==> config.mk <==
export PLATFORM = sky130hd
export DESIGN_NAME = light_gate_speed_timer
export DESIGN_NICKNAME = d
export VERILOG_FILES = /design/src/rtl/lgst_pkg.sv /design/src/rtl/light_gate_speed_timer.sv /design/src/rtl/lgst_ctrl.sv /design/src/rtl/lgst_dp.sv
export SDC_FILE = /design/constraint.sdc
export NUM_CORES = 1
export LEC_CHECK = 0
export BUFFER_PORTS_ARGS = -buffer_cell sky130_fd_sc_hd__buf_2
export CAP_MARGIN = 40
export CORE_AREA = 4 4 206 208
export DETAILED_ROUTE_END_ITERATION = 16
export DIE_AREA = 0 0 210 212
export GPL_ROUTABILITY_DRIVEN = 1
export GPL_TIMING_DRIVEN = 0
export PLACE_DENSITY = 0.45
export SETUP_SLACK_MARGIN = 0.05
export SYNTH_ARGS = -nofsm -noshare
export SYNTH_HDL_FRONTEND = slang
export SYNTH_SLANG_ARGS = --single-unit
==> constraint.sdc <==
create_clock -name aclk -period 5.32 [get_ports aclk]
set_input_delay 0.798 -clock aclk [delete_from_list [all_inputs] [get_ports aclk]]
set_output_delay 0.798 -clock aclk [all_outputs]
set_load 0.05 [all_outputs]
==> src/rtl/lgst_pkg.sv <==
// ----------------------------------------------------------------------------
// lgst_pkg
// Shared types and constants for the light-gate speed timer.
// ----------------------------------------------------------------------------
package lgst_pkg;

    // fixed field widths
    localparam int SAMPLE_W = 12;
    localparam int DIST_W   = 7;
    localparam int MS_W     = 22;
    localparam int MIN_W    = 6;
    localparam int SEC_W    = 6;
    localparam int TENTH_W  = 4;
    localparam int SUB_W    = 7;   // ms within a tenth, 0..99
    localparam int SPEED_W  = 17;
    localparam int PHASE_W  = 2;
    localparam int CFG_IDX_W = 2;

    // run phase codes
    localparam logic [PHASE_W-1:0] PH_IDLE = 2'd0;
    localparam logic [PHASE_W-1:0] PH_RUN  = 2'd1;
    localparam logic [PHASE_W-1:0] PH_DONE = 2'd2;

    // register indexes
    localparam logic [CFG_IDX_W-1:0] REG_START_THR = 2'd0;
    localparam logic [CFG_IDX_W-1:0] REG_STOP_THR  = 2'd1;
    localparam logic [CFG_IDX_W-1:0] REG_DISTANCE  = 2'd2;

    // register reset values
    localparam logic [SAMPLE_W-1:0] START_THR_RST = 12'd170;
    localparam logic [SAMPLE_W-1:0] STOP_THR_RST  = 12'd200;
    localparam logic [DIST_W-1:0]   DISTANCE_RST  = 7'd20;

    // time digit limits
    localparam logic [SUB_W-1:0]   MS_PER_TENTH    = 7'd100;
    localparam logic [TENTH_W-1:0] TENTHS_PER_SEC  = 4'd10;
    localparam logic [SEC_W-1:0]   SECS_PER_MIN    = 6'd60;

    // speed = distance_dm * 10000 / ms, in hundredths of m/s
    localparam int DVD_W = 21;
    localparam logic [DVD_W-1:0]   SPEED_SCALE = 21'd10000;
    localparam logic [DVD_W-1:0]   SPEED_MAX   = 21'd100000;
    localparam int DIV_CNT_W = 5;
    localparam logic [DIV_CNT_W-1:0] DIV_LAST = 5'(DVD_W - 1);

    // controller to datapath commands
    typedef struct packed {
        logic capture;    // latch input transaction
        logic step;       // apply one tick to the timer state
        logic div_step;   // one quotient bit
        logic spd_load;   // write saturated quotient to speed
        logic out_load;   // load result register
    } lgst_cmd_t;

    // datapath to controller status
    typedef struct packed {
        logic stop_hit;   // this tick ends timing, speed needed
    } lgst_sts_t;

endpackage

==> src/rtl/light_gate_speed_timer.sv <==
// ----------------------------------------------------------------------------
// light_gate_speed_timer
// Two-beam light-gate timer: one transaction per 1 ms tick, one result each.
// ----------------------------------------------------------------------------
//  channel | ports                                          | direction
//  --------+------------------------------------------------+----------
//  s_      | s_valid/s_ready, start/stop samples, enable,   | in
//          | clear                                          |
//  m_      | m_valid/m_ready, phase, time, speed, flags     | out
//  cfg_    | cfg_we, cfg_index, cfg_wdata (write only)      | in
//
//  A tick passes capture, update and result load; the tick that ends timing
//  also runs the bit-serial restoring divider (21 quotient bits, then
//  saturation into the speed register) before the result load.
//  One tick is in flight at a time; a new tick is taken while the previous
//  result still sits in the output register, and waits before loading it.
//  Reset (synchronous, active low) returns to idle with all time zeroed and
//  the registers at 170 / 200 / 20.
// ----------------------------------------------------------------------------
module light_gate_speed_timer
    import lgst_pkg::*;
#(
    parameter int SAMPLE_BITS = 12,
    parameter int MAX_MINUTES = 60
) (
    input  logic                 aclk,
    input  logic                 aresetn,
    // configuration
    input  logic                 cfg_we,
    input  logic [CFG_IDX_W-1:0] cfg_index,
    input  logic [SAMPLE_W-1:0]  cfg_wdata,
    // tick input
    input  logic                 s_valid,
    output logic                 s_ready,
    input  logic [SAMPLE_W-1:0]  s_start_sample,
    input  logic [SAMPLE_W-1:0]  s_stop_sample,
    input  logic                 s_start_enable,
    input  logic                 s_clear,
    // result output
    output logic                 m_valid,
    input  logic                 m_ready,
    output logic [PHASE_W-1:0]   m_phase,
    output logic [MS_W-1:0]      m_elapsed_ms,
    output logic [MIN_W-1:0]     m_minutes,
    output logic [SEC_W-1:0]     m_seconds,
    output logic [TENTH_W-1:0]   m_tenths,
    output logic [SPEED_W-1:0]   m_speed_centi,
    output logic                 m_started,
    output logic                 m_stopped,
    output logic                 m_overflow
);

    lgst_cmd_t cmd;
    lgst_sts_t sts;

    // sequencer: owns the handshakes and the divider step count
    lgst_ctrl u_ctrl (
        .aclk    (aclk),
        .aresetn (aresetn),
        .s_valid (s_valid),
        .s_ready (s_ready),
        .m_valid (m_valid),
        .m_ready (m_ready),
        .sts     (sts),
        .cmd     (cmd)
    );

    // datapath: registers, time digits, divider, result register
    lgst_dp #(
        .SAMPLE_BITS (SAMPLE_BITS),
        .MAX_MINUTES (MAX_MINUTES)
    ) u_dp (
        .aclk           (aclk),
        .aresetn        (aresetn),
        .cfg_we         (cfg_we),
        .cfg_index      (cfg_index),
        .cfg_wdata      (cfg_wdata),
        .s_start_sample (s_start_sample),
        .s_stop_sample  (s_stop_sample),
        .s_start_enable (s_start_enable),
        .s_clear        (s_clear),
        .cmd            (cmd),
        .sts            (sts),
        .m_phase        (m_phase),
        .m_elapsed_ms   (m_elapsed_ms),
        .m_minutes      (m_minutes),
        .m_seconds      (m_seconds),
        .m_tenths       (m_tenths),
        .m_speed_centi  (m_speed_centi),
        .m_started      (m_started),
        .m_stopped      (m_stopped),
        .m_overflow     (m_overflow)
    );

endmodule

==> src/rtl/lgst_ctrl.sv <==
// ----------------------------------------------------------------------------
// lgst_ctrl
// Sequencer: input capture, tick update, speed division, result hand-off.
// ----------------------------------------------------------------------------
module lgst_ctrl
    import lgst_pkg::*;
(
    input  logic      aclk,
    input  logic      aresetn,
    input  logic      s_valid,
    output logic      s_ready,
    output logic      m_valid,
    input  logic      m_ready,
    input  lgst_sts_t sts,
    output lgst_cmd_t cmd
);

    typedef enum logic [4:0] {
        ST_IDLE = 5'b00001,
        ST_CALC = 5'b00010,
        ST_DIV  = 5'b00100,
        ST_SPD  = 5'b01000,
        ST_PUT  = 5'b10000
    } state_t;

    state_t               state_reg, state_next;
    logic [DIV_CNT_W-1:0] div_cnt_reg, div_cnt_next;
    logic                 m_valid_reg, m_valid_next;
    logic                 out_free;

    assign s_ready  = (state_reg == ST_IDLE);
    assign m_valid  = m_valid_reg;
    assign out_free = !m_valid_reg || m_ready;

    always_comb begin
        state_next   = state_reg;
        div_cnt_next = div_cnt_reg;
        m_valid_next = m_valid_reg;
        cmd          = '0;
        if (m_valid_reg && m_ready) begin
            m_valid_next = 1'b0;
        end
        case (state_reg)
            ST_IDLE: begin
                if (s_valid) begin
                    cmd.capture = 1'b1;
                    state_next  = ST_CALC;
                end
            end
            ST_CALC: begin
                cmd.step     = 1'b1;
                div_cnt_next = '0;
                state_next   = sts.stop_hit ? ST_DIV : ST_PUT;
            end
            ST_DIV: begin
                cmd.div_step = 1'b1;
                div_cnt_next = div_cnt_reg + 1'b1;
                if (div_cnt_reg == DIV_LAST) begin
                    state_next = ST_SPD;
                end
            end
            ST_SPD: begin
                cmd.spd_load = 1'b1;
                state_next   = ST_PUT;
            end
            ST_PUT: begin
                if (out_free) begin
                    cmd.out_load = 1'b1;
                    m_valid_next = 1'b1;
                    state_next   = ST_IDLE;
                end
            end
            default: begin
                state_next = ST_IDLE;
            end
        endcase
    end

    always_ff @(posedge aclk) begin
        if (!aresetn) begin
            state_reg   <= ST_IDLE;
            div_cnt_reg <= '0;
            m_valid_reg <= 1'b0;
        end else begin
            state_reg   <= state_next;
            div_cnt_reg <= div_cnt_next;
            m_valid_reg <= m_valid_next;
        end
    end

endmodule

==> src/rtl/lgst_dp.sv <==
// ----------------------------------------------------------------------------
// lgst_dp
// Datapath: registers, timer state and digits, restoring divider, result.
// ----------------------------------------------------------------------------
module lgst_dp
    import lgst_pkg::*;
#(
    parameter int SAMPLE_BITS = 12,
    parameter int MAX_MINUTES = 60
) (
    input  logic                 aclk,
    input  logic                 aresetn,
    input  logic                 cfg_we,
    input  logic [CFG_IDX_W-1:0] cfg_index,
    input  logic [SAMPLE_W-1:0]  cfg_wdata,
    input  logic [SAMPLE_W-1:0]  s_start_sample,
    input  logic [SAMPLE_W-1:0]  s_stop_sample,
    input  logic                 s_start_enable,
    input  logic                 s_clear,
    input  lgst_cmd_t            cmd,
    output lgst_sts_t            sts,
    output logic [PHASE_W-1:0]   m_phase,
    output logic [MS_W-1:0]      m_elapsed_ms,
    output logic [MIN_W-1:0]     m_minutes,
    output logic [SEC_W-1:0]     m_seconds,
    output logic [TENTH_W-1:0]   m_tenths,
    output logic [SPEED_W-1:0]   m_speed_centi,
    output logic                 m_started,
    output logic                 m_stopped,
    output logic                 m_overflow
);

    localparam int CMP_BITS = (SAMPLE_BITS < SAMPLE_W) ? SAMPLE_BITS : SAMPLE_W;
    localparam logic [MS_W-1:0] MS_LIMIT = MS_W'(MAX_MINUTES * 60000 - 1);

    // configuration
    logic [SAMPLE_W-1:0] start_thr_reg, stop_thr_reg;
    logic [DIST_W-1:0]   dist_reg;

    // captured tick
    logic [SAMPLE_W-1:0] in_start_reg, in_stop_reg;
    logic                in_enable_reg, in_clear_reg;

    // timer state
    logic [PHASE_W-1:0] phase_reg, phase_next;
    logic [MS_W-1:0]    ms_reg, ms_next;
    logic               armed_reg, armed_next;
    logic [SUB_W-1:0]   sub_reg, sub_next;
    logic [TENTH_W-1:0] tenth_reg, tenth_next;
    logic [SEC_W-1:0]   sec_reg, sec_next;
    logic [MIN_W-1:0]   min_reg, min_next;
    logic [SPEED_W-1:0] speed_reg, speed_next;
    logic               ovf_reg, ovf_next;
    logic               began_reg, began_next;
    logic               ended_reg, ended_next;

    // divider
    logic [MS_W-1:0]  rem_reg, rem_next;
    logic [DVD_W-1:0] dq_reg, dq_next;
    logic [MS_W:0]    trial;
    logic [DVD_W-1:0] dividend;
    logic [SPEED_W-1:0] speed_sat;

    logic start_above, stop_above;

    assign start_above = in_start_reg[CMP_BITS-1:0] > start_thr_reg[CMP_BITS-1:0];
    assign stop_above  = in_stop_reg[CMP_BITS-1:0] > stop_thr_reg[CMP_BITS-1:0];

    assign sts.stop_hit = !in_clear_reg && (phase_reg == PH_RUN) && stop_above && armed_reg;

    // tick update
    always_comb begin
        phase_next = phase_reg;
        ms_next    = ms_reg;
        armed_next = armed_reg;
        sub_next   = sub_reg;
        tenth_next = tenth_reg;
        sec_next   = sec_reg;
        min_next   = min_reg;
        speed_next = speed_reg;
        ovf_next   = ovf_reg;
        began_next = 1'b0;
        ended_next = 1'b0;
        if (in_clear_reg) begin
            phase_next = PH_IDLE;
            ms_next    = '0;
            armed_next = 1'b0;
            sub_next   = '0;
            tenth_next = '0;
            sec_next   = '0;
            min_next   = '0;
            speed_next = '0;
            ovf_next   = 1'b0;
        end else begin
            case (phase_reg)
                PH_RUN: begin
                    if (ms_reg >= MS_LIMIT) begin
                        ovf_next = 1'b1;
                    end else begin
                        ms_next = ms_reg + 1'b1;
                        if (ms_reg == MS_LIMIT - 1'b1) begin
                            ovf_next = 1'b1;
                        end
                        if (sub_reg + 1'b1 >= MS_PER_TENTH) begin
                            sub_next = '0;
                            if (tenth_reg + 1'b1 >= TENTHS_PER_SEC) begin
                                tenth_next = '0;
                                if (sec_reg + 1'b1 >= SECS_PER_MIN) begin
                                    sec_next = '0;
                                    min_next = min_reg + 1'b1;
                                end else begin
                                    sec_next = sec_reg + 1'b1;
                                end
                            end else begin
                                tenth_next = tenth_reg + 1'b1;
                            end
                        end else begin
                            sub_next = sub_reg + 1'b1;
                        end
                    end
                    if (!stop_above) begin
                        armed_next = 1'b1;
                    end else if (armed_reg) begin
                        phase_next = PH_DONE;
                        ended_next = 1'b1;
                    end
                end
                PH_IDLE: begin
                    if (in_enable_reg && start_above) begin
                        phase_next = PH_RUN;
                        began_next = 1'b1;
                        ms_next    = '0;
                        armed_next = 1'b0;
                        sub_next   = '0;
                        tenth_next = '0;
                        sec_next   = '0;
                        min_next   = '0;
                        speed_next = '0;
                        ovf_next   = 1'b0;
                    end
                end
                default: begin
                    phase_next = PH_DONE;
                end
            endcase
        end
    end

    // restoring divider, one quotient bit per cycle; divisor is the
    // already updated ms count
    assign dividend = DVD_W'(dist_reg) * SPEED_SCALE;
    assign trial    = {rem_reg, dq_reg[DVD_W-1]} - {1'b0, ms_reg};

    always_comb begin
        rem_next = rem_reg;
        dq_next  = dq_reg;
        if (cmd.step) begin
            rem_next = '0;
            dq_next  = dividend;
        end else if (cmd.div_step) begin
            if (!trial[MS_W]) begin
                rem_next = trial[MS_W-1:0];
                dq_next  = {dq_reg[DVD_W-2:0], 1'b1};
            end else begin
                rem_next = {rem_reg[MS_W-2:0], dq_reg[DVD_W-1]};
                dq_next  = {dq_reg[DVD_W-2:0], 1'b0};
            end
        end
    end

    always_comb begin
        if (ms_reg == '0) begin
            speed_sat = '0;
        end else if (dq_reg > SPEED_MAX) begin
            speed_sat = SPEED_MAX[SPEED_W-1:0];
        end else begin
            speed_sat = dq_reg[SPEED_W-1:0];
        end
    end

    // configuration registers
    always_ff @(posedge aclk) begin
        if (!aresetn) begin
            start_thr_reg <= START_THR_RST;
            stop_thr_reg  <= STOP_THR_RST;
            dist_reg      <= DISTANCE_RST;
        end else if (cfg_we) begin
            case (cfg_index)
                REG_START_THR: start_thr_reg <= cfg_wdata;
                REG_STOP_THR:  stop_thr_reg  <= cfg_wdata;
                REG_DISTANCE:  dist_reg      <= cfg_wdata[DIST_W-1:0];
                default: begin
                end
            endcase
        end
    end

    // timer state
    always_ff @(posedge aclk) begin
        if (!aresetn) begin
            phase_reg <= PH_IDLE;
            ms_reg    <= '0;
            armed_reg <= 1'b0;
            sub_reg   <= '0;
            tenth_reg <= '0;
            sec_reg   <= '0;
            min_reg   <= '0;
            speed_reg <= '0;
            ovf_reg   <= 1'b0;
            began_reg <= 1'b0;
            ended_reg <= 1'b0;
        end else if (cmd.step) begin
            phase_reg <= phase_next;
            ms_reg    <= ms_next;
            armed_reg <= armed_next;
            sub_reg   <= sub_next;
            tenth_reg <= tenth_next;
            sec_reg   <= sec_next;
            min_reg   <= min_next;
            speed_reg <= speed_next;
            ovf_reg   <= ovf_next;
            began_reg <= began_next;
            ended_reg <= ended_next;
        end else if (cmd.spd_load) begin
            speed_reg <= speed_sat;
        end
    end

    // payload registers
    always_ff @(posedge aclk) begin
        rem_reg <= rem_next;
        dq_reg  <= dq_next;
        if (cmd.capture) begin
            in_start_reg  <= s_start_sample;
            in_stop_reg   <= s_stop_sample;
            in_enable_reg <= s_start_enable;
            in_clear_reg  <= s_clear;
        end
        if (cmd.out_load) begin
            m_phase       <= phase_reg;
            m_elapsed_ms  <= ms_reg;
            m_minutes     <= min_reg;
            m_seconds     <= sec_reg;
            m_tenths      <= tenth_reg;
            m_speed_centi <= (phase_reg == PH_DONE) ? speed_reg : '0;
            m_started     <= began_reg;
            m_stopped     <= ended_reg;
            m_overflow    <= ovf_reg;
        end
    end

endmodule

==> out/qor.txt <==
status = finished clean
Commonest cells post-synth = dfxtp_1 (136), nand2_1 (122), edfxtp_1 (103)
Syn Nets = 1354
Final Skew = 0.01125 ns
DR iter-0 viols = 374
post-route cell area = 14290 µm²
terminus of the critical flop-to-flop path = u_dp.dq_reg[19]$_DFFE_PP_
distinct cell type count after synthesis = 74
H-tree depth = 1
FF-to-FF path depth = 14
layout filler cell count = 4189
# diodes = 0
post-cts resize count = 0
number of global-route vias before repair = 8853
Setup Crit Path Kind = register to register
crit path from = u_dp.dist_reg[5]$_SDFFE_PN0P_
type of origin of the critical path = register
Die Height = 212 µm
sequential fraction of the synthesis area = 0.4823
Pre-antenna DRT Iters = 5
PD cells = 335.9 nW/µm²
top cells by area, synth = edfxtp_1 (26%), dfxtp_1 (23%), ha_1 (9.7%), nand2_1 (3.8%), a21oi_1 (3.1%)
Initial Util = 0.2973
GRT overflow = 0
die width = 210 µm
share of flip-flops with an asynchronous set or reset = 0
Synth Instances = 1207
WP depth = 14
total number of yosys warnings = 0
CTS tree = yes
number of port buffers = 106
min Tclk post-route = 4.083 ns
clock net sink count = 239
DRC violations left = 0
Max-slew headroom = 0.4223
largest net degree at the start of global routing = 32
period utilization = 0.7675
die area = 44520 µm²
clock-pin slew on the worst setup and hold paths = 0.06 ns
flop2flop setup slack = 1.24 ns
drt via density = 4.736
# IOs = 107
top_reg_cell synth = dfxtp_1
Max VDD drop = 0.2444 mV
CTS buffer count = 28
number of synthesized flops with an enable pin = 103
antenna viol nets, final = 0
maximum clock insertion buffer count = 3
kind of end point of the critical path = register
power consumption = 4.800 mW
fmax = 244.9 MHz
Leak = 5.579 nW
number of setup violations in the final report = 0
DP Area = 13320 µm²
crit-path cells = ha_1 > ha_1 > inv_1 > fa_1 > inv_1 > fa_1 > ha_1 > a21boi_0 > o21ai_0 > a21boi_0 > o211ai_1 > a21boi_0 > o21a_1 > o31ai_1
fraction of layout cells with a size suffix above 1 = 0.1330
Core ar. = 40550 µm²
Slew Viols, Final = 0
post-synthesis register bit count = 239
Slew @ Worst Pin = 0.8647 ns
delay-heaviest family, CP = adder cells
Final nets = 1493
Critical-path top delay cell = fa_1
clk root buf = clkbuf_16
Synth area leader = edfxtp_1
Mapped Avg Cell Area = 9.990 µm²
DP HPWL = 22890 µm
clk_lat worst skew = 0.55 ns
Hold Crit Class = primary input to register
postcts setup bufs = 0
RSZ-0062 raised after global routing = no
final WL = 30110 µm
Global Route Usage Sum = 0.1341
Buf/Inv on CP = 2
hold buffers post-CTS = 0
vias = 8998
drt wl/cell = 15.84 µm
CP max FO = 7
first-pass GRT wire length = 48240 µm
post-synth top area share = 0.2565
Final Hold Viols = 0
crit-path max cell delay = 0.53 ns
Worst setup endpoint = u_dp.dq_reg[19]$_DFFE_PP_
Mapped Area = 12060 µm²
worst flop-to-flop path startpoint = u_dp.dist_reg[5]$_SDFFE_PN0P_
initial antenna violation count = 0
Layout area overhead = 18.50%
most common cell in the netlist = dfxtp_1
CP arrival = 4.37 ns
RD Place Congestion = 0.8270
Max-Cap Viols = 0
Critical Path RT = 5.60 ns
# rows = 74
==> power by group <==
group / leakage, nW / total, mW / switching (mW) / internal (mW)
combinational: 3.09 / 0.741 / 0.482 / 0.258
clock: 0.469 / 1.98 / 0.772 / 1.21
sequential: 2.02 / 2.08 / 0.0506 / 2.03
==> final cells by class <==
type | instances | area [µm²] | area share
flip-flops and latches | 239 | 5816 | 0.4070
repair buffers | 109 | 593.1 | 0.04151
plain buffers | 42 | 193.9 | 0.01357
clock buffers | 41 | 853.3 | 0.05972
well taps | 532 | 665.6 | 0.04658
multi-input cells | 841 | 5737 | 0.4015
inverters | 85 | 319.1 | 0.02233
clock inverters | 11 | 111.4 | 0.007793
==> worst reg2reg max path: cells and delay by family, from the launching register on <==
family / cells / cell delay (ns)
fa+ha+maj: 5 / 1.87
compound gates: 7 / 1.33
flops: 1 / 0.51
buf+inv: 2 / 0.10
==> how the worst min path moves through the flow <==
stage,start,end,depth (start not counted)
after CTS,s_start_sample[5],u_dp.in_start_reg[5]$_DFFE_PP_,1
after floorplan,u_dp.began_reg$_SDFFE_PN0P_,u_dp.m_started$_DFFE_PP_,0
after global placement,u_dp.ended_reg$_SDFFE_PN0P_,u_dp.m_stopped$_DFFE_PP_,0
final,s_start_sample[5],u_dp.in_start_reg[5]$_DFFE_PP_,1
after global routing,s_start_sample[5],u_dp.in_start_reg[5]$_DFFE_PP_,1
after detailed placement,u_dp.began_reg$_SDFFE_PN0P_,u_dp.m_started$_DFFE_PP_,0
==> through the flow <==
step / util / std cells / hold WS [ns] / TNS, ns / setup WS (ns)
finish: 0.3523 / 1900 / 0.4215 / 0 / 1.237
global route: 0.3523 / 1900 / 0.3936 / 0 / 0.7788
CTS: 0.3523 / 1900 / 0.3806 / 0 / 1.174
detailed placement: 0.3286 / 1848 / 0.4253 / 0 / 1.212
global placement: 0.3268 / 1845 / 0.4150 / -30.83 / -0.5278
floorplan: - / 1207 / 0.4081 / 0 / 1.224
==> metal layers <==
| metal | track usage | part of all wire |
|---|---|---|
| met1 | 0.1794 | 0.47 |
| met2 | 0.2249 | 0.46 |
| met3 | 0.02804 | 0.044 |
| met4 | 0.03083 | 0.020 |
| met5 | 0 | 0 |
==> cells in the final DEF, fill, tap and decap left out, drive strengths merged, types with 7 or more instances in the layout <==
cell / Yosys / layout
clkbuf: 29 / 70
and3: 14 / 14
nor4: 16 / 16
xor2: 10 / 10
mux2i: 29 / 29
a22o: 19 / 19
nand4: 13 / 13
edfxtp: 103 / 103
nand2b: 11 / 11
o21ai: 66 / 66
nand2: 122 / 122
nor2: 101 / 101
inv: 85 / 86
a21o: 13 / 13
or2: 7 / 7
ha: 93 / 93
nand3: 24 / 24
o21a: 10 / 10
dfxtp: 136 / 136
xnor2: 39 / 39
buf: 13 / 122
nor3: 24 / 24
a31oi: 7 / 7
fa: 9 / 9
o211ai: 14 / 14
clkinv: 0 / 7
and2: 20 / 20
nor2b: 16 / 16
a21oi: 76 / 76
or3: 11 / 11
==> kinds of logic (layout without fill, tap and decap cells) <==
family,count (synthesis),in the layout,synth area share
compound gates,251,251,0.1354
xor+xnor,49,49,0.03621
fa+ha+maj,102,102,0.1114
buf+inv,127,288,0.04254
flops,239,239,0.4823
mux,29,29,0.02407
simple gates,410,410,0.1680
No activity file was read; power rests on OpenSTA's default activity.
